==> config.mk <==
export PLATFORM = sky130hd
export DESIGN_NAME = hysteresis_crossing_detector_top
export DESIGN_NICKNAME = d
export VERILOG_FILES = /design/src/hw/rtl/hcd_pkg.sv /design/src/hw/rtl/hysteresis_crossing_detector_top.sv /design/src/hw/rtl/hcd_classify.sv /design/src/hw/rtl/hcd_tracker.sv
export SDC_FILE = /design/constraint.sdc
export NUM_CORES = 1
export LEC_CHECK = 0
export BUFFER_PORTS_ARGS = -buffer_cell sky130_fd_sc_hd__buf_2
export CORE_MARGIN = 10
export CORE_UTILIZATION = 69
export DETAILED_ROUTE_END_ITERATION = 8
export GPL_ROUTABILITY_DRIVEN = 0
export HOLD_SLACK_MARGIN = 0.03
export PLACE_DENSITY = 0.88
export SYNTH_ARGS = -nofsm -noshare
export SYNTH_HDL_FRONTEND = slang
export SYNTH_SLANG_ARGS = --single-unit
==> constraint.sdc <==
create_clock -name clk -period 15.3 [get_ports clk]
set_clock_uncertainty 0.2 [all_clocks]
set_input_delay 1.53 -clock clk [delete_from_list [all_inputs] [get_ports clk]]
set_output_delay 1.53 -clock clk [all_outputs]
set_load 0.005 [all_outputs]
==> src/hw/rtl/hcd_pkg.sv <==
package hcd_pkg;

  // Configuration register indexes.
  localparam int unsigned CFG_IDX_BITS = 2;
  localparam logic [CFG_IDX_BITS-1:0] CFG_LEVEL          = 2'd0;
  localparam logic [CFG_IDX_BITS-1:0] CFG_LOW_THRESHOLD  = 2'd1;
  localparam logic [CFG_IDX_BITS-1:0] CFG_HIGH_THRESHOLD = 2'd2;

  // Crossing class of one sample pair. At most one member is set.
  typedef struct packed {
    logic up_low;
    logic up_high;
    logic up_full;
    logic dn_low;
    logic dn_high;
    logic dn_full;
  } xing_t;

endpackage

==> src/hw/rtl/hysteresis_crossing_detector_top.sv <==
// Hysteresis level-crossing detector. Signed samples enter on the in_ channel
// and each sample is compared with the one before it against the low and high
// thresholds; rising and falling trackers take turns, and every confirmed edge
// leaves one item on the out_ channel carrying its direction, the record index
// of the sample closest to the centre level, and that sample's value. A sample
// with in_record_start set, or the first sample after reset, opens a new record
// at index zero and produces no item. The block takes one item per clock while
// in_stall is low: a sample is held in the input register and then passes
// through the classifier and the tracker update into the output register, so
// throughput is one item per cycle unless out_stall holds the output register.
// in_stall rises only while the output register holds an item that is itself
// stalled. The three configuration registers, the level and the two
// thresholds, are written through the cfg_ port, which is always ready; write
// them only while no item is in flight.
module hysteresis_crossing_detector_top #(
  parameter int SAMPLE_BITS = 16,
  parameter int INDEX_BITS  = 16
) (
  input  logic                          clk,
  input  logic                          rst_n,
  // Sample channel.
  input  logic                          in_valid,
  output logic                          in_stall,
  input  logic signed [SAMPLE_BITS-1:0] in_sample,
  input  logic                          in_record_start,
  // Edge channel.
  output logic                          out_valid,
  input  logic                          out_stall,
  output logic                          out_rising,
  output logic [INDEX_BITS-1:0]         out_edge_index,
  output logic signed [SAMPLE_BITS-1:0] out_edge_value,
  // Configuration write channel.
  input  logic                          cfg_valid,
  output logic                          cfg_ready,
  input  logic [hcd_pkg::CFG_IDX_BITS-1:0] cfg_index,
  input  logic [SAMPLE_BITS-1:0]        cfg_data
);
  import hcd_pkg::*;

  // Configuration registers.
  logic signed [SAMPLE_BITS-1:0] level_r;
  logic signed [SAMPLE_BITS-1:0] low_thr_r;
  logic signed [SAMPLE_BITS-1:0] high_thr_r;

  // Input register stage.
  logic                          s1_valid_r;
  logic signed [SAMPLE_BITS-1:0] s1_sample_r;
  logic                          s1_start_r;

  // Output register stage.
  logic                          out_valid_r;
  logic                          out_rising_r;
  logic [INDEX_BITS-1:0]         out_index_r;
  logic signed [SAMPLE_BITS-1:0] out_value_r;

  logic                          out_free;
  logic                          s1_go;
  logic                          in_take;
  logic signed [SAMPLE_BITS-1:0] prev_sample;
  xing_t                         xing;
  logic                          hit;
  logic                          hit_rising;
  logic [INDEX_BITS-1:0]         hit_index;
  logic signed [SAMPLE_BITS-1:0] hit_value;

  assign cfg_ready = 1'b1;

  always_ff @(posedge clk) begin
    if (!rst_n) begin
      level_r    <= '0;
      low_thr_r  <= '0;
      high_thr_r <= '0;
    end else if (cfg_valid && cfg_ready) begin
      case (cfg_index)
        CFG_LEVEL:          level_r    <= cfg_data;
        CFG_LOW_THRESHOLD:  low_thr_r  <= cfg_data;
        CFG_HIGH_THRESHOLD: high_thr_r <= cfg_data;
        default: ;
      endcase
    end
  end

  // The held sample moves on whenever the output register can take a result.
  assign out_free = !out_valid_r || !out_stall;
  assign s1_go    = s1_valid_r && out_free;
  assign in_stall = s1_valid_r && !out_free;
  assign in_take  = in_valid && !in_stall;

  always_ff @(posedge clk) begin
    if (!rst_n) begin
      s1_valid_r <= 1'b0;
    end else if (!in_stall) begin
      s1_valid_r <= in_valid;
    end
  end

  always_ff @(posedge clk) begin
    if (in_take) begin
      s1_sample_r <= in_sample;
      s1_start_r  <= in_record_start;
    end
  end

  hcd_classify #(
    .SAMPLE_BITS (SAMPLE_BITS)
  ) u_classify (
    .sample_i   (s1_sample_r),
    .prev_i     (prev_sample),
    .low_thr_i  (low_thr_r),
    .high_thr_i (high_thr_r),
    .xing_o     (xing)
  );

  hcd_tracker #(
    .SAMPLE_BITS (SAMPLE_BITS),
    .INDEX_BITS  (INDEX_BITS)
  ) u_tracker (
    .clk          (clk),
    .rst_n        (rst_n),
    .step_i       (s1_go),
    .sample_i     (s1_sample_r),
    .start_i      (s1_start_r),
    .level_i      (level_r),
    .xing_i       (xing),
    .prev_o       (prev_sample),
    .hit_o        (hit),
    .rising_o     (hit_rising),
    .edge_index_o (hit_index),
    .edge_value_o (hit_value)
  );

  always_ff @(posedge clk) begin
    if (!rst_n) begin
      out_valid_r <= 1'b0;
    end else if (out_free) begin
      out_valid_r <= s1_go && hit;
    end
  end

  always_ff @(posedge clk) begin
    if (s1_go && hit) begin
      out_rising_r <= hit_rising;
      out_index_r  <= hit_index;
      out_value_r  <= hit_value;
    end
  end

  assign out_valid      = out_valid_r;
  assign out_rising     = out_rising_r;
  assign out_edge_index = out_index_r;
  assign out_edge_value = out_value_r;

endmodule

==> src/hw/rtl/hcd_classify.sv <==
module hcd_classify #(
  parameter int SAMPLE_BITS = 16
) (
  input  logic signed [SAMPLE_BITS-1:0] sample_i,
  input  logic signed [SAMPLE_BITS-1:0] prev_i,
  input  logic signed [SAMPLE_BITS-1:0] low_thr_i,
  input  logic signed [SAMPLE_BITS-1:0] high_thr_i,
  output hcd_pkg::xing_t                xing_o
);
  import hcd_pkg::*;

  logic up;
  logic dn;
  logic up_lo;
  logic up_hi;
  logic dn_lo;
  logic dn_hi;

  assign up = sample_i > prev_i;
  assign dn = sample_i < prev_i;

  // A threshold is crossed when it lies within the closed span of the pair.
  assign up_lo = up && (prev_i <= low_thr_i) && (sample_i >= low_thr_i);
  assign up_hi = up && (prev_i <= high_thr_i) && (sample_i >= high_thr_i);
  assign dn_lo = dn && (prev_i >= low_thr_i) && (sample_i <= low_thr_i);
  assign dn_hi = dn && (prev_i >= high_thr_i) && (sample_i <= high_thr_i);

  always_comb begin
    xing_o.up_low  = up_lo && !up_hi;
    xing_o.up_high = up_hi && !up_lo;
    xing_o.up_full = up_lo && up_hi;
    xing_o.dn_low  = dn_lo && !dn_hi;
    xing_o.dn_high = dn_hi && !dn_lo;
    xing_o.dn_full = dn_lo && dn_hi;
  end

endmodule

==> src/hw/rtl/hcd_tracker.sv <==
module hcd_tracker #(
  parameter int SAMPLE_BITS = 16,
  parameter int INDEX_BITS  = 16
) (
  input  logic                          clk,
  input  logic                          rst_n,
  input  logic                          step_i,
  input  logic signed [SAMPLE_BITS-1:0] sample_i,
  input  logic                          start_i,
  input  logic signed [SAMPLE_BITS-1:0] level_i,
  input  hcd_pkg::xing_t                xing_i,
  output logic signed [SAMPLE_BITS-1:0] prev_o,
  output logic                          hit_o,
  output logic                          rising_o,
  output logic [INDEX_BITS-1:0]         edge_index_o,
  output logic signed [SAMPLE_BITS-1:0] edge_value_o
);
  import hcd_pkg::*;

  localparam logic [INDEX_BITS-1:0] IDX_MAX = '1;

  logic signed [SAMPLE_BITS-1:0] prev_r,  prev_nxt;
  logic                          have_r,  have_nxt;
  logic [INDEX_BITS-1:0]         idx_r,   idx_nxt;
  logic                          rb_r,    rb_nxt;
  logic                          fb_r,    fb_nxt;
  logic                          rf_r,    rf_nxt;
  logic                          ff_r,    ff_nxt;
  logic [INDEX_BITS-1:0]         rpi_r,   rpi_nxt;
  logic signed [SAMPLE_BITS-1:0] rpv_r,   rpv_nxt;
  logic [INDEX_BITS-1:0]         fpi_r,   fpi_nxt;
  logic signed [SAMPLE_BITS-1:0] fpv_r,   fpv_nxt;

  logic [INDEX_BITS-1:0]         cur_idx;
  logic [SAMPLE_BITS:0]          d_prev;
  logic [SAMPLE_BITS:0]          d_cur;
  logic [SAMPLE_BITS:0]          d_rpt;
  logic [SAMPLE_BITS:0]          d_fpt;
  logic [INDEX_BITS-1:0]         c_idx;
  logic signed [SAMPLE_BITS-1:0] c_val;
  logic [SAMPLE_BITS:0]          c_dist;
  logic                          rb_upd;
  logic                          fb_upd;
  logic                          r_hit;
  logic                          f_hit;
  logic                          restart;

  function automatic logic [SAMPLE_BITS:0] dist_f(
    input logic signed [SAMPLE_BITS-1:0] v,
    input logic signed [SAMPLE_BITS-1:0] lvl
  );
    logic signed [SAMPLE_BITS:0] d;
    d = {v[SAMPLE_BITS-1], v} - {lvl[SAMPLE_BITS-1], lvl};
    dist_f = d[SAMPLE_BITS] ? $unsigned(-d) : $unsigned(d);
  endfunction

  assign restart = start_i || !have_r;
  assign cur_idx = (idx_r == IDX_MAX) ? idx_r : idx_r + 1'b1;

  assign d_prev = dist_f(prev_r, level_i);
  assign d_cur  = dist_f(sample_i, level_i);
  assign d_rpt  = dist_f(rpv_r, level_i);
  assign d_fpt  = dist_f(fpv_r, level_i);

  // The closer of the pair wins; a tie goes to the current sample.
  always_comb begin
    if (d_prev < d_cur) begin
      c_idx  = idx_r;
      c_val  = prev_r;
      c_dist = d_prev;
    end else begin
      c_idx  = cur_idx;
      c_val  = sample_i;
      c_dist = d_cur;
    end
  end

  // Tracker flags after this pair; a found tracker holds its state.
  assign rb_upd = xing_i.up_low || (rb_r && !(xing_i.up_high || xing_i.dn_low));
  assign fb_upd = xing_i.dn_high || (fb_r && !(xing_i.dn_low || xing_i.up_high));
  assign r_hit  = !rf_r && ((xing_i.up_high && rb_r) || xing_i.up_full);
  assign f_hit  = !ff_r && ((xing_i.dn_low && fb_r) || xing_i.dn_full);

  always_comb begin
    prev_nxt = sample_i;
    have_nxt = 1'b1;
    idx_nxt  = cur_idx;
    rb_nxt   = rb_r;
    fb_nxt   = fb_r;
    rf_nxt   = rf_r;
    ff_nxt   = ff_r;
    rpi_nxt  = rpi_r;
    rpv_nxt  = rpv_r;
    fpi_nxt  = fpi_r;
    fpv_nxt  = fpv_r;
    if (restart) begin
      idx_nxt = '0;
      rb_nxt  = 1'b0;
      fb_nxt  = 1'b0;
      rf_nxt  = 1'b0;
      ff_nxt  = 1'b0;
      rpi_nxt = '0;
      rpv_nxt = '0;
      fpi_nxt = '0;
      fpv_nxt = '0;
    end else begin
      // Trackers already between the thresholds keep the closest sample.
      if (rb_r && (c_dist < d_rpt)) begin
        rpi_nxt = c_idx;
        rpv_nxt = c_val;
      end
      if (fb_r && (c_dist < d_fpt)) begin
        fpi_nxt = c_idx;
        fpv_nxt = c_val;
      end
      if (!rf_r) begin
        rb_nxt = rb_upd && !xing_i.up_high;
        if (!rb_r && rb_upd) begin
          rpi_nxt = c_idx;
          rpv_nxt = c_val;
        end
        if (xing_i.up_full) begin
          rpi_nxt = cur_idx;
          rpv_nxt = sample_i;
        end
      end
      if (!ff_r) begin
        fb_nxt = fb_upd && !xing_i.dn_low;
        if (!fb_r && fb_upd) begin
          fpi_nxt = c_idx;
          fpv_nxt = c_val;
        end
        if (xing_i.dn_full) begin
          fpi_nxt = idx_r;
          fpv_nxt = prev_r;
        end
      end
      if (r_hit) begin
        rf_nxt = 1'b1;
        ff_nxt = 1'b0;
        fb_nxt = 1'b0;
      end
      if (f_hit) begin
        ff_nxt = 1'b1;
        rf_nxt = 1'b0;
        rb_nxt = 1'b0;
      end
    end
  end

  always_ff @(posedge clk) begin
    if (!rst_n) begin
      prev_r <= '0;
      have_r <= 1'b0;
      idx_r  <= '0;
      rb_r   <= 1'b0;
      fb_r   <= 1'b0;
      rf_r   <= 1'b0;
      ff_r   <= 1'b0;
      rpi_r  <= '0;
      rpv_r  <= '0;
      fpi_r  <= '0;
      fpv_r  <= '0;
    end else if (step_i) begin
      prev_r <= prev_nxt;
      have_r <= have_nxt;
      idx_r  <= idx_nxt;
      rb_r   <= rb_nxt;
      fb_r   <= fb_nxt;
      rf_r   <= rf_nxt;
      ff_r   <= ff_nxt;
      rpi_r  <= rpi_nxt;
      rpv_r  <= rpv_nxt;
      fpi_r  <= fpi_nxt;
      fpv_r  <= fpv_nxt;
    end
  end

  assign prev_o       = prev_r;
  assign hit_o        = !restart && (r_hit || f_hit);
  assign rising_o     = r_hit;
  assign edge_index_o = r_hit ? rpi_nxt : fpi_nxt;
  assign edge_value_o = r_hit ? rpv_nxt : fpv_nxt;

endmodule
# Word level (Yosys, flattened, before mapping)
# Cells that the tools add are included.
[word_totals] output_inout_bits=36 regBits=201 in_bits=40
[classes] reduce_logical=64 n_lt_le_gt_ge=13 n_eq_ne=5 n_mux=43 add_sub_neg=9
[ops] cell="$mux W16" count=26
[ops] cell="$mux W17" count=5
[ops] cell="$neg A17 Y17" count=4
[ops] cell="$sub A16 B16 Y17" count=4
[ops] cell="$ge A16 B16 Y1" count=4
[ops] cell="$le A16 B16 Y1" count=4
[ops] cell="$lt A17 B17 Y1" count=3
[ops] cell="$logic_and A1 B1 Y1" count=31
[ops] cell="$logic_not A1 Y1" count=17
[ops] cell="$add A16 B1 Y16 const B" count=1
[ops] cell="$eq A16 B16 Y1 const B" count=1
[ops] cell="$gt A16 B16 Y1" count=1
[ops] cell="$lt A16 B16 Y1" count=1
[ops] cell="$mux W1" count=12
[ops] cell="$reduce_and A2 Y1" count=6
[ops] cell="$logic_or A1 B1 Y1" count=8
[ops] cell="$ne A3 B3 Y1 const B" count=2
[ops] cell="$reduce_bool A3 Y1" count=1
[ops] cell="$eq A2 B1 Y1 const B" count=1
[ops] cell="$eq A2 B2 Y1 const B" count=1
[ops] cell="$logic_not A2 Y1" count=1

# Logic depth before layout (Yosys ltp)
[logic_depth] ltp_word=15 depth_mapped=41 ltp_nobuf=34

# Cells and area by module
# From an unflattened synthesis, not the netlist that was laid out.
[unflattened] cells_unflattened=2418 hier_area_um2=18900.6
[by_module_without_submodules] mod="hcd_tracker" seq_area_each_um2=2021.9 n_inst=1 cells_per_inst=1894 area_each_um2=13330.3
[by_module_without_submodules] mod="hysteresis_crossing_detector_top" seq_area_each_um2=2502.4 n_inst=1 cells_per_inst=238 area_each_um2=3390.8
[by_module_without_submodules] mod="hcd_classify" seq_area_each_um2=0.0 n_inst=1 cells_per_inst=286 area_each_um2=2179.6

# Worst setup path before layout
# No wires, ideal clock.
[synth_timing] path_type="register -> register" start="register u_tracker.prev_r[0], in the netlist u_tracker.prev_o[0]" end="register out_value_r[13], in the netlist out_edge_value[13], data pin" stages_incl_launch_ff=38 arrival_ps=8022 synth_period_minus_slack_ps=8476 t_required_ps=14846 slack_ps=6824 n_path_buf=5 path_cell_list="dfxtp_1 > inv_1 > ha_1 > fa_1 > nor2b_1 > o31a_1 > o21ai_0 > o21ai_0 > nand3_1 > or4b_1 > or4_1 > o41ai_2 > xnor2_1 > ha_1 > nand4_1 > a211oi_1 > o21bai_1 > a21o_1 > [... 2 more ...] > clkbuf_1 > clkbuf_1 > buf_2 > buf_1 > nor2_1 > a21oi_1 > ha_1 > a21o_1 > a21o_1 > a211o_1 > a221oi_1 > o21ai_0 > nor2_1 > a41o_1 > nor2_8 > mux2_2 > a22o_1 > a21o_1"
[synth_between] elab_chain_len=15
[synth_lines] item="from (decl)" line_no="hcd_tracker.sv:22" source="logic signed [SAMPLE_BITS-1:0] prev_r, prev_nxt;"
[synth_lines] item="from (signal assigned)" line_no="hcd_tracker.sv:165" source="prev_r <= prev_nxt;"
[synth_lines] item="parallel branches: the longest is 14 deep, another holds $sub A16 B16 Y17"
[synth_lines] item="$mux W16 (*)" line_no="hcd_tracker.sv:183" source="assign edge_value_o = r_hit ? rpv_nxt : fpv_nxt;"
[synth_lines] item="net hit_value[13]" line_no="hysteresis_crossing_detector_top.sv:64" source="logic signed [SAMPLE_BITS-1:0] hit_value;"
[synth_lines] item="to (signal assigned)" line_no="hysteresis_crossing_detector_top.sv:144" source="out_value_r <= hit_value;"
[synth_lines] item="to (decl)" line_no="hysteresis_crossing_detector_top.sv:54" source="logic signed [SAMPLE_BITS-1:0] out_value_r;"
# Mark *: on every way through the listed nets, which the timed path passes.
# A chain may end at the register's enable or synchronous reset.

# Worst setup path in the final report
[layout_timing] start="register s1_sample_r[0]" end="register out_value_r[7], in the netlist out_edge_value[7], data pin"
[layout_between] elab_chain_len=15
[layout_lines] item="from (decl)" line_no="hysteresis_crossing_detector_top.sv:47" source="logic signed [SAMPLE_BITS-1:0] s1_sample_r;"
[layout_lines] item="from (signal assigned)" line_no="hysteresis_crossing_detector_top.sv:99" source="s1_sample_r <= in_sample;"
[layout_lines] item="parallel branches: the longest is 14 deep, another holds $sub A16 B16 Y17"
[layout_lines] item="$mux W16 (*)" line_no="hcd_tracker.sv:183"
[layout_lines] item="net hit_value[7]" line_no="hysteresis_crossing_detector_top.sv:64"
# Marks and branches as above.

==> results.toml <==
[worst_setup_path]
r2r-end = "out_edge_value[7]"
critical_path_arrival_ns = 9.69
cp_slowest_cell = "a41o_1"
reg2reg_setup_slack_ns = 5.73
endpoint_kind = "register"
reg2regPathDepth = 34
rr_startpoint = "s1_sample_r[0]"
cp_max_fo = 67
criticalPathCategory = "register to register"
worstPathRequired_ns = 15.42
crit_start = "s1_sample_r[0]"
slowest_delay_ns = 0.65
crit_end = "out_edge_value[7]"
crit_top_cell = "a21oi_1"
startpoint_type = "register"

[min_path]
min_path_type = "register to register"

[grt]
overflow = 0
antenna_found_initial = 1
grt_pass1_wl_mm = 100
grt_pass1_vias = 18808
grt.total_usage = 0.361
grt_max_degree = 113

[timing]
setup_viol = 0
setup_ws_ns = 5.73
report.final.slew_viol_count = 0
setup_tns_ns = 0
worst_pin_slew_ns = 1.37
fin_crit_sh = 0.625
rsz0062_at_grt = "no"
fmax_mhz = 104
layout_min_cycle_time_ns = 9.57
hold_viol = 0
slew-limit-headroom = 0.0867

[placed_design]
post-place-ws_ns = 6.13
io_buffers = 74
dp_hpwl_mm = 45.9

[synth]
synth-compound-area-share = 0.305
synth-seq-cells = 201
synth_top_family_by_area = "compound AO/OA/AOI/OAI gates"
synthCells = 2411
syn_nets = 2650
avgSynthCellArea_um2 = 7.91
synthAdderAreaFrac = 0.132
syn_area_mm2 = 0.0191
synthFlopType = "dfxtp_1"
ys_seq_area_frac = 0.237
synthMuxAreaShare = 0.0329
synth_xor_area_frac = 0.0565
yosysWarnings = 0
synth-simple-area-share = 0.185
yosys.cell_types.count = 96
synth_edf_count = 50
async_reset_ff_frac = 0

[layout]
final_cell_mix = "nand2_1 (303), o21ai_0 (202), ha_1 (195)"
n_fill_cell = 2010
final_common_cell = "nand2_1"
area_growth_pct = 6.37
drive_gt1_frac = 0.0869
final_nets = 2629

[clock_network]
post_cts.repair.setup_buffers = 0
cts_max_path_buffers = 3
cts.repair.resized = 0
hold_buffers = 0
cts_root_buffer = "clkbuf_16"
cts_tree = "built"
clk_pin_slew_ns = 0.06
cts_sinks = 201
clk_latency_ns = 0.56
cts_buffers = 23
h-tree-depth = 1

[floorplanning]
start_util = 0.704
die_w_um = 186
rows = 60
dieArea_mm2 = 0.0347
ios = 76
core-area_mm2 = 0.0271
die_h_um = 186

[detailed_routing]
ant_nets = 0
vias = 20015
route.detailed.drc = 0
wirelength_mm = 64.8
dr.first_iter.drc_count = 3718
detail_route.vias_per_cell = 7.20
dr.pass1.iters = 7
wl_per_cell_um = 23.3

[power_and_ir_drop]
leakage_nw = 7.62
vdd_drop_max_mv = 0.133
powerDensity_mw_per_mm2 = 132

[outcome]
status = "finished clean"

[run]
cap_violations = 0
[kinds of logic after synthesis]
logic type	after synthesis
AOI/OAI and AO/OA	848
buffers and inverters	243
other	1
and+or+nand+nor	734
adders and majority gates	199
xor gates and xnor gates	123
muxes	62
DFF	201
[where the power goes]
group          internal (mW)  switching (mW)
registers              0.564          0.0345
logic                  0.541           0.962
clock network          0.335           0.245
[worst max-delay path, delay by kind of cell, from the launching register on]
kind	cells	cell delay (ns)
xor gates and xnor gates	1	0.16
muxes	1	0.36
DFF	1	0.42
AOI/OAI and AO/OA	16	4.14
buffers and inverters	2	0.86
adders and majority gates	4	1.14
and+or+nand+nor	10	2.06
[worst min path at each step]
stage | from | slack, ns | endpoint | depth (start not counted)
final | u_tracker.fpi_r[8] | 0.25 | u_tracker.fpi_r[8] | 2
after global routing | level_r[10] | 0.28 | level_r[10] | 2
after CTS | u_tracker.fpi_r[8] | 0.25 | u_tracker.fpi_r[8] | 2
after detailed placement | u_tracker.fpi_r[8] | 0.24 | u_tracker.fpi_r[8] | 2
after global placement | u_tracker.fpi_r[8] | 0.23 | u_tracker.fpi_r[8] | 2
after floorplan | u_tracker.fpi_r[10] | 0.22 | u_tracker.fpi_r[10] | 2
[final cells by class]
cell class / count / area [um^2] / area share
Multi-Input combinational cell: 1967 / 13600 / 0.670
Clock buffer: 27 / 601 / 0.0296
Tap cell: 372 / 465 / 0.0229
Inverter: 97 / 364 / 0.0179
Timing Repair Buffer: 100 / 568 / 0.0280
Sequential cell: 201 / 4520 / 0.223
Antenna cell: 1 / 2.50 / 0.000123
Clock inverter: 14 / 173 / 0.00851
[metrics by stage]
stage | instance area [um^2] | hold WS [ns] | power, mW | util | instances
floorplan | 19100 | 0.223 | 1.68 | - | 2411
finish | 20300 | 0.248 | 2.68 | 0.749 | 2779
global placement | 19500 | 0.234 | 1.98 | 0.720 | 2737
CTS | 20300 | 0.249 | 2.61 | 0.748 | 2778
global route | 20300 | 0.281 | 2.83 | 0.748 | 2778
detailed placement | 19500 | 0.241 | 2.04 | 0.720 | 2737
[sequential cells by signal, indices dropped and copies added, names as in the netlist, 16 cells and up]
| register | count |
|---|---|
| high_thr_r | 16 |
| level_r | 16 |
| low_thr_r | 16 |
| out_edge_index | 16 |
| out_edge_value | 16 |
| s1_sample_r | 16 |
| u_tracker.fpi_r | 16 |
| u_tracker.fpv_r | 16 |
| u_tracker.idx_r | 16 |
| u_tracker.prev_o | 16 |
| u_tracker.rpi_r | 16 |
| u_tracker.rpv_r | 16 |
[per-layer routing]
layer | GRT usage | wire (um) | up-vias
met2 | 0.530 | 26700 | 1604
met3 | 0.107 | 9720 | 410
met1 | 0.463 | 24000 | 9137
met4 | 0.204 | 4280 | 4
li1 | - | - | 8860
met5 | 0.0162 | 94 | -
[cell usage after synthesis, types with 7 or more instances]
cell type	instances	area, um^2
a2111oi_0	7	61.3
a211o_1	8	70.1
a211oi_1	31	233
a21boi_0	74	556
a21o_1	39	293
a21oi_1	140	701
a221oi_1	20	175
a22oi_1	29	218
a311oi_1	7	61.3
a31oi_1	16	100
and2_1	18	113
and3_1	17	106
buf_2	9	45.0
clkbuf_1	123	462
dfxtp_1	151	3020
edfxtp_1	50	1500
ha_1	195	2440
inv_1	97	364
mux2i_1	57	571
nand2_1	304	1140
nand2b_1	29	181
nand3_1	33	165
nand4_1	27	169
nor2_1	136	510
nor2b_1	52	325
nor3_1	43	215
nor4_1	7	43.8
o211ai_1	12	90.1
o21a_1	43	323
o21ai_0	202	1010
o21ai_1	14	70.1
o21ba_2	16	160
o21bai_1	11	82.6
o221ai_1	14	123
o22a_1	20	175
o22ai_1	29	181
o31a_1	12	105
o31ai_1	17	128
or2_2	11	68.8
or3_1	13	81.3
xnor2_1	70	613
xor2_1	53	464
Note: power is estimated with default switching activity, not from simulation.
